<file path="src/jdcd_pkg.sv">
// Constants, tables and types for the Julian day number to calendar date converter.
// No dependencies.

package jdcd_pkg;

    localparam int unsigned DayWidth   = 32;
    localparam int unsigned YearWidth  = 24;
    localparam int unsigned DoyWidth   = 9;

    // calendar switch and epochs
    localparam logic [31:0] LastJulianDay = 32'd2299160;
    localparam logic [31:0] GregEpochDay  = 32'd2159717;  // 1 January 1201
    localparam logic [23:0] GregEpochYear = 24'd1201;
    localparam logic [12:0] JulianYearOfs = 13'd4712;

    localparam logic [17:0] Days400 = 18'd146097;
    localparam logic [15:0] Days100 = 16'd36524;
    localparam logic [10:0] Days4   = 11'd1461;
    localparam logic [8:0]  Days1   = 9'd365;

    // floor(2^k / divisor) for quotient estimates that are low by at most one
    localparam logic [14:0] Recip400 = 15'd29398;  // k = 32
    localparam logic [11:0] Recip4J  = 12'd2870;   // k = 22
    localparam logic [5:0]  Recip4G  = 6'd44;      // k = 16

    localparam logic [8:0] MonthStart [12] = '{
        9'd0, 9'd31, 9'd59, 9'd90, 9'd120, 9'd151,
        9'd181, 9'd212, 9'd243, 9'd273, 9'd304, 9'd334
    };

    // day of year, leap flag, absolute year and era
    typedef struct packed {
        logic [8:0]  doy;
        logic        leap;
        logic [23:0] year;
        logic        bc;
    } date_part_t;

endpackage

</file>
<file path="src/julian_day_to_calendar_date.sv">
// Julian day number to civil date: 11 register stages, one transaction per cycle while day_stall is low.
// Each transaction passes through the stages in order; its result is presented from the stage 11 output register.
// Each stage holds its item while the next is full and stalled; bubbles are filled,
// so input is stalled only when all 11 stages hold items and the output is stalled.
// rst_n (asynchronous, active low) clears all stage valid bits; data registers are not reset.
// Depends on jdcd_pkg.

module julian_day_to_calendar_date (
    input  logic        clk,
    input  logic        rst_n,
    input  logic        day_valid,
    output logic        day_stall,
    input  logic [31:0] julian_day,
    output logic        date_valid,
    input  logic        date_stall,
    output logic [4:0]  day_of_month,
    output logic [3:0]  month_number,
    output logic [23:0] year_number,
    output logic        before_christ
);

    localparam int unsigned NStage = 11;

    logic [NStage:1] v_reg;
    logic [NStage:1] rdy;

    always_comb
    begin
        rdy[NStage] = !v_reg[NStage] || !date_stall;
        for (int k = NStage - 1; k >= 1; k--)
        begin
            rdy[k] = !v_reg[k] || rdy[k + 1];
        end
    end

    assign day_stall  = !rdy[1];
    assign date_valid = v_reg[NStage];

    always_ff @(posedge clk or negedge rst_n)
    begin
        if (!rst_n)
        begin
            v_reg <= '0;
        end
        else
        begin
            if (rdy[1])
            begin
                v_reg[1] <= day_valid;
            end
            for (int k = 2; k <= NStage; k++)
            begin
                if (rdy[k])
                begin
                    v_reg[k] <= v_reg[k - 1];
                end
            end
        end
    end

    // ---------------- stage 1: split on calendar, offset to Gregorian epoch
    logic        s1_greg_reg;
    logic [31:0] s1_d_reg;
    logic [21:0] s1_jd_reg;

    // ---------------- stage 2: quotient estimates
    logic        s2_greg_reg;
    logic [31:0] s2_d_reg;
    logic [21:0] s2_jd_reg;
    logic [14:0] s2_q400_reg;
    logic [10:0] s2_cyc_reg;
    logic [46:0] p400;
    logic [33:0] pj;

    assign p400 = 47'(s1_d_reg) * 47'(jdcd_pkg::Recip400);
    assign pj   = 34'(s1_jd_reg) * 34'(jdcd_pkg::Recip4J);

    // ---------------- stage 3: raw remainders
    logic        s3_greg_reg;
    logic [14:0] s3_q400_reg;
    logic [10:0] s3_cyc_reg;
    logic [18:0] s3_r400_reg;
    logic [11:0] s3_rj_reg;
    logic [31:0] m400;
    logic [21:0] mj;

    assign m400 = 32'(33'(s2_q400_reg) * 33'(jdcd_pkg::Days400));
    assign mj   = 22'(22'(s2_cyc_reg) * 22'(jdcd_pkg::Days4));

    // ---------------- stage 4: quotient correction
    logic        s4_greg_reg;
    logic [14:0] s4_q400_reg;
    logic [17:0] s4_r400_reg;
    logic [10:0] s4_cyc_reg;
    logic [10:0] s4_rj_reg;
    logic        r400_over;
    logic        rj_over;

    assign r400_over = s3_r400_reg >= 19'(jdcd_pkg::Days400);
    assign rj_over   = s3_rj_reg >= 12'(jdcd_pkg::Days4);

    // ---------------- stage 5: century split; Julian date finished
    logic                 s5_greg_reg;
    logic [1:0]           s5_c_reg;
    logic [15:0]          s5_r100_reg;
    logic [23:0]          s5_ybase_reg;
    jdcd_pkg::date_part_t s5_jul_reg;
    logic [1:0]           c_next;
    logic [1:0]           yj;
    logic [8:0]           yj_ofs;
    logic [12:0]          yv;
    jdcd_pkg::date_part_t jul_next;

    always_comb
    begin
        if (s4_r400_reg >= 18'(3 * jdcd_pkg::Days100))
        begin
            c_next = 2'd3;
        end
        else if (s4_r400_reg >= 18'(2 * jdcd_pkg::Days100))
        begin
            c_next = 2'd2;
        end
        else if (s4_r400_reg >= 18'(jdcd_pkg::Days100))
        begin
            c_next = 2'd1;
        end
        else
        begin
            c_next = 2'd0;
        end

        // Julian 4-year cycle opens with its leap year
        if (s4_rj_reg < 11'd366)
        begin
            yj     = 2'd0;
            yj_ofs = 9'd0;
        end
        else if (s4_rj_reg < 11'd731)
        begin
            yj     = 2'd1;
            yj_ofs = 9'd366;
        end
        else if (s4_rj_reg < 11'd1096)
        begin
            yj     = 2'd2;
            yj_ofs = 9'd365;
        end
        else
        begin
            yj     = 2'd3;
            yj_ofs = 9'd0;
        end

        yv            = {s4_cyc_reg, 2'b00} + 13'(yj);
        jul_next.leap = (yj == 2'd0);
        jul_next.bc   = (yv <= jdcd_pkg::JulianYearOfs);
        jul_next.year = jul_next.bc ? 24'(jdcd_pkg::JulianYearOfs + 13'd1 - yv)
                                    : 24'(yv - jdcd_pkg::JulianYearOfs);
        // the 731 offset exceeds 9 bits, so it is subtracted in two parts; 1096 is subtracted directly
        case (yj)
            2'd0:    jul_next.doy = 9'(s4_rj_reg);
            2'd1:    jul_next.doy = 9'(s4_rj_reg - 11'(yj_ofs));
            2'd2:    jul_next.doy = 9'(s4_rj_reg - 11'd366 - 11'(yj_ofs));
            default: jul_next.doy = 9'(s4_rj_reg - 11'd1096);
        endcase
    end

    // ---------------- stage 6: 4-year quotient estimate
    logic                 s6_greg_reg;
    logic                 s6_c3_reg;
    logic [15:0]          s6_r100_reg;
    logic [4:0]           s6_q4_reg;
    logic [23:0]          s6_ybase_reg;
    jdcd_pkg::date_part_t s6_jul_reg;
    logic [21:0]          p4;

    assign p4 = 22'(s5_r100_reg) * 22'(jdcd_pkg::Recip4G);

    // ---------------- stage 7: raw 4-year remainder
    logic                 s7_greg_reg;
    logic                 s7_c3_reg;
    logic [4:0]           s7_q4_reg;
    logic [11:0]          s7_r4_reg;
    logic [23:0]          s7_ybase_reg;
    jdcd_pkg::date_part_t s7_jul_reg;
    logic [15:0]          m4;

    assign m4 = 16'(16'(s6_q4_reg) * 16'(jdcd_pkg::Days4));

    // ---------------- stage 8: 4-year correction
    logic                 s8_greg_reg;
    logic                 s8_c3_reg;
    logic [4:0]           s8_q4_reg;
    logic [10:0]          s8_r4_reg;
    logic [23:0]          s8_ybase_reg;
    jdcd_pkg::date_part_t s8_jul_reg;
    logic                 r4_over;

    assign r4_over = s7_r4_reg >= 12'(jdcd_pkg::Days4);

    // ---------------- stage 9: year within cycle, calendar select
    jdcd_pkg::date_part_t s9_date_reg;
    jdcd_pkg::date_part_t greg_next;
    logic [1:0]           yg;

    always_comb
    begin
        // last day of a leap 4-year block lands on year index 4; clamp to 3
        if (s8_r4_reg >= 11'(3 * jdcd_pkg::Days1))
        begin
            yg = 2'd3;
        end
        else if (s8_r4_reg >= 11'(2 * jdcd_pkg::Days1))
        begin
            yg = 2'd2;
        end
        else if (s8_r4_reg >= 11'(jdcd_pkg::Days1))
        begin
            yg = 2'd1;
        end
        else
        begin
            yg = 2'd0;
        end
        greg_next.doy  = 9'(s8_r4_reg - 11'(11'(yg) * 11'(jdcd_pkg::Days1)));
        // century years are leap only when also divisible by 400
        greg_next.leap = (yg == 2'd3) && ((s8_q4_reg != 5'd24) || s8_c3_reg);
        greg_next.year = s8_ybase_reg + 24'({s8_q4_reg, 2'b00}) + 24'(yg);
        greg_next.bc   = 1'b0;
    end

    // ---------------- stage 10: month lookup
    jdcd_pkg::date_part_t s10_date_reg;
    logic [3:0]           s10_mon_reg;
    logic [8:0]           s10_mstart_reg;
    logic [3:0]           midx;
    logic [8:0]           mstart;

    always_comb
    begin
        midx = 4'd0;
        for (int m = 1; m < 12; m++)
        begin
            if (s9_date_reg.doy >= jdcd_pkg::MonthStart[m]
                + 9'((s9_date_reg.leap && (m >= 2)) ? 1 : 0))
            begin
                midx = 4'(m);
            end
        end
        mstart = jdcd_pkg::MonthStart[midx]
                 + 9'((s9_date_reg.leap && (midx >= 4'd2)) ? 1 : 0);
    end

    // ---------------- stage 11: output register
    logic [4:0]  day_reg;
    logic [3:0]  month_reg;
    logic [23:0] year_reg;
    logic        bc_reg;

    assign day_of_month  = day_reg;
    assign month_number  = month_reg;
    assign year_number   = year_reg;
    assign before_christ = bc_reg;

    always_ff @(posedge clk)
    begin
        if (rdy[1])
        begin
            s1_greg_reg <= julian_day > jdcd_pkg::LastJulianDay;
            s1_d_reg    <= julian_day - jdcd_pkg::GregEpochDay;
            s1_jd_reg   <= julian_day[21:0];
        end
        if (rdy[2])
        begin
            s2_greg_reg <= s1_greg_reg;
            s2_d_reg    <= s1_d_reg;
            s2_jd_reg   <= s1_jd_reg;
            s2_q400_reg <= p400[46:32];
            s2_cyc_reg  <= pj[32:22];
        end
        if (rdy[3])
        begin
            s3_greg_reg <= s2_greg_reg;
            s3_q400_reg <= s2_q400_reg;
            s3_cyc_reg  <= s2_cyc_reg;
            s3_r400_reg <= 19'(s2_d_reg - m400);
            s3_rj_reg   <= 12'(s2_jd_reg - mj);
        end
        if (rdy[4])
        begin
            s4_greg_reg <= s3_greg_reg;
            s4_q400_reg <= s3_q400_reg + 15'(r400_over);
            s4_r400_reg <= r400_over ? 18'(s3_r400_reg - 19'(jdcd_pkg::Days400))
                                     : 18'(s3_r400_reg);
            s4_cyc_reg  <= s3_cyc_reg + 11'(rj_over);
            s4_rj_reg   <= rj_over ? 11'(s3_rj_reg - 12'(jdcd_pkg::Days4))
                                   : 11'(s3_rj_reg);
        end
        if (rdy[5])
        begin
            s5_greg_reg  <= s4_greg_reg;
            s5_c_reg     <= c_next;
            s5_r100_reg  <= 16'(s4_r400_reg - 18'(18'(c_next) * 18'(jdcd_pkg::Days100)));
            s5_ybase_reg <= jdcd_pkg::GregEpochYear + 24'(24'(s4_q400_reg) * 24'd400);
            s5_jul_reg   <= jul_next;
        end
        if (rdy[6])
        begin
            s6_greg_reg  <= s5_greg_reg;
            s6_c3_reg    <= (s5_c_reg == 2'd3);
            s6_r100_reg  <= s5_r100_reg;
            s6_q4_reg    <= p4[20:16];
            s6_ybase_reg <= s5_ybase_reg + 24'(24'(s5_c_reg) * 24'd100);
            s6_jul_reg   <= s5_jul_reg;
        end
        if (rdy[7])
        begin
            s7_greg_reg  <= s6_greg_reg;
            s7_c3_reg    <= s6_c3_reg;
            s7_q4_reg    <= s6_q4_reg;
            s7_r4_reg    <= 12'(s6_r100_reg - m4);
            s7_ybase_reg <= s6_ybase_reg;
            s7_jul_reg   <= s6_jul_reg;
        end
        if (rdy[8])
        begin
            s8_greg_reg  <= s7_greg_reg;
            s8_c3_reg    <= s7_c3_reg;
            s8_q4_reg    <= s7_q4_reg + 5'(r4_over);
            s8_r4_reg    <= r4_over ? 11'(s7_r4_reg - 12'(jdcd_pkg::Days4))
                                    : 11'(s7_r4_reg);
            s8_ybase_reg <= s7_ybase_reg;
            s8_jul_reg   <= s7_jul_reg;
        end
        if (rdy[9])
        begin
            s9_date_reg <= s8_greg_reg ? greg_next : s8_jul_reg;
        end
        if (rdy[10])
        begin
            s10_date_reg   <= s9_date_reg;
            s10_mon_reg    <= midx + 4'd1;
            s10_mstart_reg <= mstart;
        end
        if (rdy[11])
        begin
            day_reg   <= 5'(s10_date_reg.doy - s10_mstart_reg + 9'd1);
            month_reg <= s10_mon_reg;
            year_reg  <= s10_date_reg.year;
            bc_reg    <= s10_date_reg.bc;
        end
    end

    // input backs up only when every stage is full and the output is held
    a_stall_full: assert property (@(posedge clk) disable iff (!rst_n)
        day_stall |-> (date_valid && date_stall && (&v_reg)))
        else $error("input stalled with a free stage");

    a_date_range: assert property (@(posedge clk) disable iff (!rst_n)
        date_valid |-> ((month_number >= 4'd1) && (month_number <= 4'd12)
                        && (day_of_month != 5'd0) && (year_number != 24'd0)))
        else $error("date out of range");

    a_bc_year: assert property (@(posedge clk) disable iff (!rst_n)
        (date_valid && before_christ) |-> (year_number <= 24'd4713))
        else $error("BC year beyond 4713");

    a_leap_day: assert property (@(posedge clk) disable iff (!rst_n)
        (date_valid && (month_number == 4'd2)) |-> (day_of_month <= 5'd29))
        else $error("February day beyond 29");

endmodule
</file>
<file path="config.mk">
export PLATFORM = sky130hd
export DESIGN_NAME = julian_day_to_calendar_date
export DESIGN_NICKNAME = d
export VERILOG_FILES = /design/src/jdcd_pkg.sv /design/src/julian_day_to_calendar_date.sv
export SDC_FILE = /design/constraint.sdc
export NUM_CORES = 2
export LEC_CHECK = 0
export BUFFER_PORTS_ARGS = -buffer_cell sky130_fd_sc_hd__buf_2
export CAP_MARGIN = 20
export CORE_ASPECT_RATIO = 0.7
export CORE_UTILIZATION = 37
export CTS_CLUSTER_SIZE = 8
export DETAILED_ROUTE_END_ITERATION = 16
export GPL_TIMING_DRIVEN = 0
export PLACE_DENSITY = 0.49
export SLEW_MARGIN = 40
export SYNTH_ARGS = -nofsm -noshare
export SYNTH_HDL_FRONTEND = slang
export SYNTH_SLANG_ARGS = --single-unit
</file>
<file path="constraint.sdc">
create_clock -name clk -period 8.5 [get_ports clk]
set_input_delay 0 -clock clk [delete_from_list [all_inputs] [get_ports clk]]
set_output_delay 0 -clock clk [all_outputs]
set_load 0.02 [all_outputs]
</file>
==> report_table.html <==
<table>
<tr><th>Metric</th><th>Value</th></tr>
<tr><th colspan="2">Route</th></tr>
<tr><td>Routed wire length</td><td>88.4 mm</td></tr>
<tr><td>DR DRC count</td><td>0</td></tr>
<tr><td>TritonRoute pass-1 iters</td><td>5</td></tr>
<tr><td>Vias per cell</td><td>4.59</td></tr>
<tr><td>Avg WL per Cell</td><td>15.2 um</td></tr>
<tr><td>Total via count in the routed design</td><td>26700</td></tr>
<tr><td>Post-DRT Antenna Nets</td><td>0</td></tr>
<tr><td>Number of DRC markers in iteration 0</td><td>1187</td></tr>
<tr><th colspan="2">CTS</th></tr>
<tr><td>Inserted Clock Buffers</td><td>87</td></tr>
<tr><td>Buffers from clock root to sink, at most</td><td>3</td></tr>
<tr><td>Cts repair resizes</td><td>0</td></tr>
<tr><td># hold bufs at CTS</td><td>44</td></tr>
<tr><td>Clock Root Buffer</td><td>clkbuf_16</td></tr>
<tr><td>Clock-pin slew on the worst setup and hold paths</td><td>50 ps</td></tr>
<tr><td># Post-CTS Setup Buffers</td><td>0</td></tr>
<tr><td>Htree depth</td><td>3</td></tr>
<tr><td>Clock latency on the worst-skew pair</td><td>680 ps</td></tr>
<tr><td># clock sinks</td><td>607</td></tr>
<tr><td>CTS tree</td><td>done</td></tr>
<tr><th colspan="2">Logic synthesis</th></tr>
<tr><td>Yosys reg bits</td><td>607</td></tr>
<tr><td>Part of the Yosys area used for sequential elements</td><td>39.0%</td></tr>
<tr><td>Leading post-synthesis cells by cell area</td><td>edfxtp_1 (38%), fa_1 (18%), ha_1 (17%)</td></tr>
<tr><td>Library cell occupying the most area in the post-synthesis netlist</td><td>edfxtp_1</td></tr>
<tr><td>Synthesized cell area</td><td>46600 sq um</td></tr>
<tr><td>Number of synthesized flops with an enable pin</td><td>596</td></tr>
<tr><td>Synthesis warning total</td><td>0</td></tr>
<tr><td>Share of flip-flops with an asynchronous set or reset</td><td>1.81%</td></tr>
<tr><td>Mean cell area of the mapped netlist</td><td>11.9 sq um</td></tr>
<tr><td>Top-area cell type share of the netlist area</td><td>38.4%</td></tr>
<tr><td>Top cells by instance count after synthesis</td><td>inv_1 (863), ha_1 (648), edfxtp_1 (596)</td></tr>
<tr><td>Syn_nets</td><td>5002</td></tr>
<tr><td>Most used standard cell by instance count after synthesis</td><td>inv_1</td></tr>
<tr><td>Count of mapped cells out of synthesis</td><td>3902</td></tr>
<tr><td>Top flip-flop cell by instance count after synthesis</td><td>edfxtp_1</td></tr>
<tr><td>Number of library cell types mapped by synthesis</td><td>88</td></tr>
<tr><th colspan="2">Critical path</th></tr>
<tr><td>Worst setup path category</td><td>flop to flop</td></tr>
<tr><td>Worst reg2reg setup slack</td><td>1470 ps</td></tr>
<tr><td>CP max FO</td><td>8</td></tr>
<tr><td>Type of element launching the critical path</td><td>flop</td></tr>
<tr><td>Required time worst endpoint</td><td>8910 ps</td></tr>
<tr><td>Crit. End Element</td><td>flop</td></tr>
<tr><td>Data arrival time at the worst-slack endpoint</td><td>7450 ps</td></tr>
<tr><th colspan="2">Place</th></tr>
<tr><td>Routability congestion estimate</td><td>0.813</td></tr>
<tr><td>Number of placed cells counting well taps</td><td>5642</td></tr>
<tr><td>Worst slack after detailed placement</td><td>1430 ps</td></tr>
<tr><td>Port Buffers</td><td>71</td></tr>
<tr><td>HPWL Detailed</td><td>70.9 mm</td></tr>
<tr><th colspan="2">Global routing</th></tr>
<tr><td>Total global routing track utilization</td><td>14.5%</td></tr>
<tr><td>GR Util met3</td><td>2.62%</td></tr>
<tr><td>Met1 track demand over resource in global routing</td><td>22.8%</td></tr>
<tr><td>Wire length of the first global-routing pass</td><td>148 mm</td></tr>
<tr><td>GRT overflow</td><td>0</td></tr>
<tr><td>Antenna violations before repair</td><td>2</td></tr>
<tr><td>Via count of the first global-routing pass</td><td>27700</td></tr>
<tr><td>Layer with the highest usage after global routing</td><td>met1</td></tr>
<tr><td>Maximum number of pins on one net before global-route repair</td><td>45</td></tr>
<tr><td>Met2 Usage GRT</td><td>20.5%</td></tr>
<tr><th colspan="2">Timing</th></tr>
<tr><td>Worst slew pin tran</td><td>726 ps</td></tr>
<tr><td>Relative slew margins</td><td>51.5%</td></tr>
<tr><td>Setup-violating endpoint count in the final report</td><td>0</td></tr>
<tr><td>Min Tclk post-route</td><td>7030 ps</td></tr>
<tr><td>Unrepaired setup endpoints after global routing</td><td>no</td></tr>
<tr><td>Fin. Hold Viols</td><td>0</td></tr>
<tr><td>Minimum setup slack in the final design</td><td>1470 ps</td></tr>
<tr><td>Final number of max-transition violations</td><td>0</td></tr>
<tr><td>Post-Route Skew</td><td>38.3 ps</td></tr>
<tr><td>Max frequency</td><td>0.142 GHz</td></tr>
<tr><td>Final period utilization</td><td>82.8%</td></tr>
<tr><th colspan="2">Finish</th></tr>
<tr><td>Syn-to-layout area delta</td><td>12.3%</td></tr>
<tr><td>End-of-flow core utilization</td><td>42.0%</td></tr>
<tr><td>Number of flip-flops in the largest register</td><td>35</td></tr>
<tr><td>Number of nets in the final layout</td><td>5226</td></tr>
<tr><td>Fin cells</td><td>5821</td></tr>
<tr><td>Share of post-route cells with drive strength above 1</td><td>5.71%</td></tr>
<tr><th colspan="2">Floorplanning</th></tr>
<tr><td>Area of the placeable core</td><td>124000 sq um</td></tr>
<tr><td>Starting Density</td><td>37.4%</td></tr>
<tr><td>Die Span Y</td><td>299 um</td></tr>
<tr><td>Core Rows</td><td>108</td></tr>
<tr><td>Die outline area</td><td>127000 sq um</td></tr>
<tr><td>IO Pins</td><td>72</td></tr>
<tr><td>Width of the die</td><td>426 um</td></tr>
<tr><th colspan="2">Run</th></tr>
<tr><td>Max-cap check violation count</td><td>0</td></tr>
<tr><th colspan="2">Worst hold path</th></tr>
<tr><td>Worst min-delay path class</td><td>primary input to flop</td></tr>
<tr><th colspan="2">Status</th></tr>
<tr><td>Outcome</td><td>complete, no violations</td></tr>
</table>
layout by cell type, fill, tap and decap left out, types with 81 or more instances in the layout:
cell type | netlist | layout
ha_1 | 648 | 648
nand2_1 | 147 | 144
clkbuf_16 | 0 | 89
xor2_1 | 93 | 93
a21oi_1 | 155 | 155
nor2_1 | 125 | 125
edfxtp_1 | 596 | 596
o21ai_0 | 81 | 81
fa_1 | 416 | 416
inv_1 | 863 | 861
xnor2_1 | 217 | 217
worst max-delay path, cell delays in order, from the launching register on:
cell,delay [ps]
edfxtp_1,600
inv_1,220
fa_1,520
inv_1,50
fa_1,490
inv_1,50
fa_1,500
fa_1,540
fa_1,540
fa_1,530
inv_1,40
ha_1,190
a2111oi_0,520
o21ai_1,150
a21oi_1,310
nor3_1,150
o211ai_1,340
a21oi_1,190
o41ai_2,450
o221ai_1,210
xnor2_1,160
metal layers:
| metal | vias up | wire, um |
|---|---|---|
| met5 | - | 0 |
| met4 | 0 | 1320 |
| met3 | 91 | 3210 |
| met2 | 287 | 35500 |
| met1 | 12800 | 48400 |
| li1 | 13500 | - |
path summary, 6_finish.rpt:
kind                                       start          endpoint  depth (start not counted)
worst max-delay path                 s1_d_reg[3]   s2_q400_reg[14]                         20
worst min-delay path                   day_valid          v_reg[1]                          3
worst max register to register       s1_d_reg[3]   s2_q400_reg[14]                         20
worst min register to register  s6_ybase_reg[11]  s7_ybase_reg[11]                          0
max in group asynchronous                  rst_n          v_reg[1]                          4
min in group asynchronous                  rst_n          v_reg[9]                          4
cell families after synthesis:
family	share of synthesized area, %
DFF	39.0
buffers and inverters	7.15
AOI/OAI and AO/OA	6.40
muxes	0.449
adders and majority gates	35.3
and+or+nand+nor	5.86
xor gates and xnor gates	5.83
stage by stage:
step	hold WS [ps]	TNS, ps	area [sq um]
3_5_place_dp	-56.9	0	49300
5_1_grt	84.5	0	52300
6_report	107	0	52300
2_1_floorplan	-296	0	46600
3_3_place_gp	-62.0	-212920	49000
4_1_cts	23.2	0	52300
area by class of cell:
cell class | count | area (sq um)
inverter | 864 | 3250
tap | 1650 | 2060
sequential | 607 | 18200
buffer | 23 | 88.8
antenna | 1 | 2.50
timing repair buffer | 135 | 1070
multi-input combinational | 2408 | 25100
clock buffer | 123 | 2350
fill | 11800 | 72200
clock inverter | 10 | 149
Power is left out: the tool's default activity adds up to more than one toggle a clock period on the data nets, which glitch-free logic cannot reach.
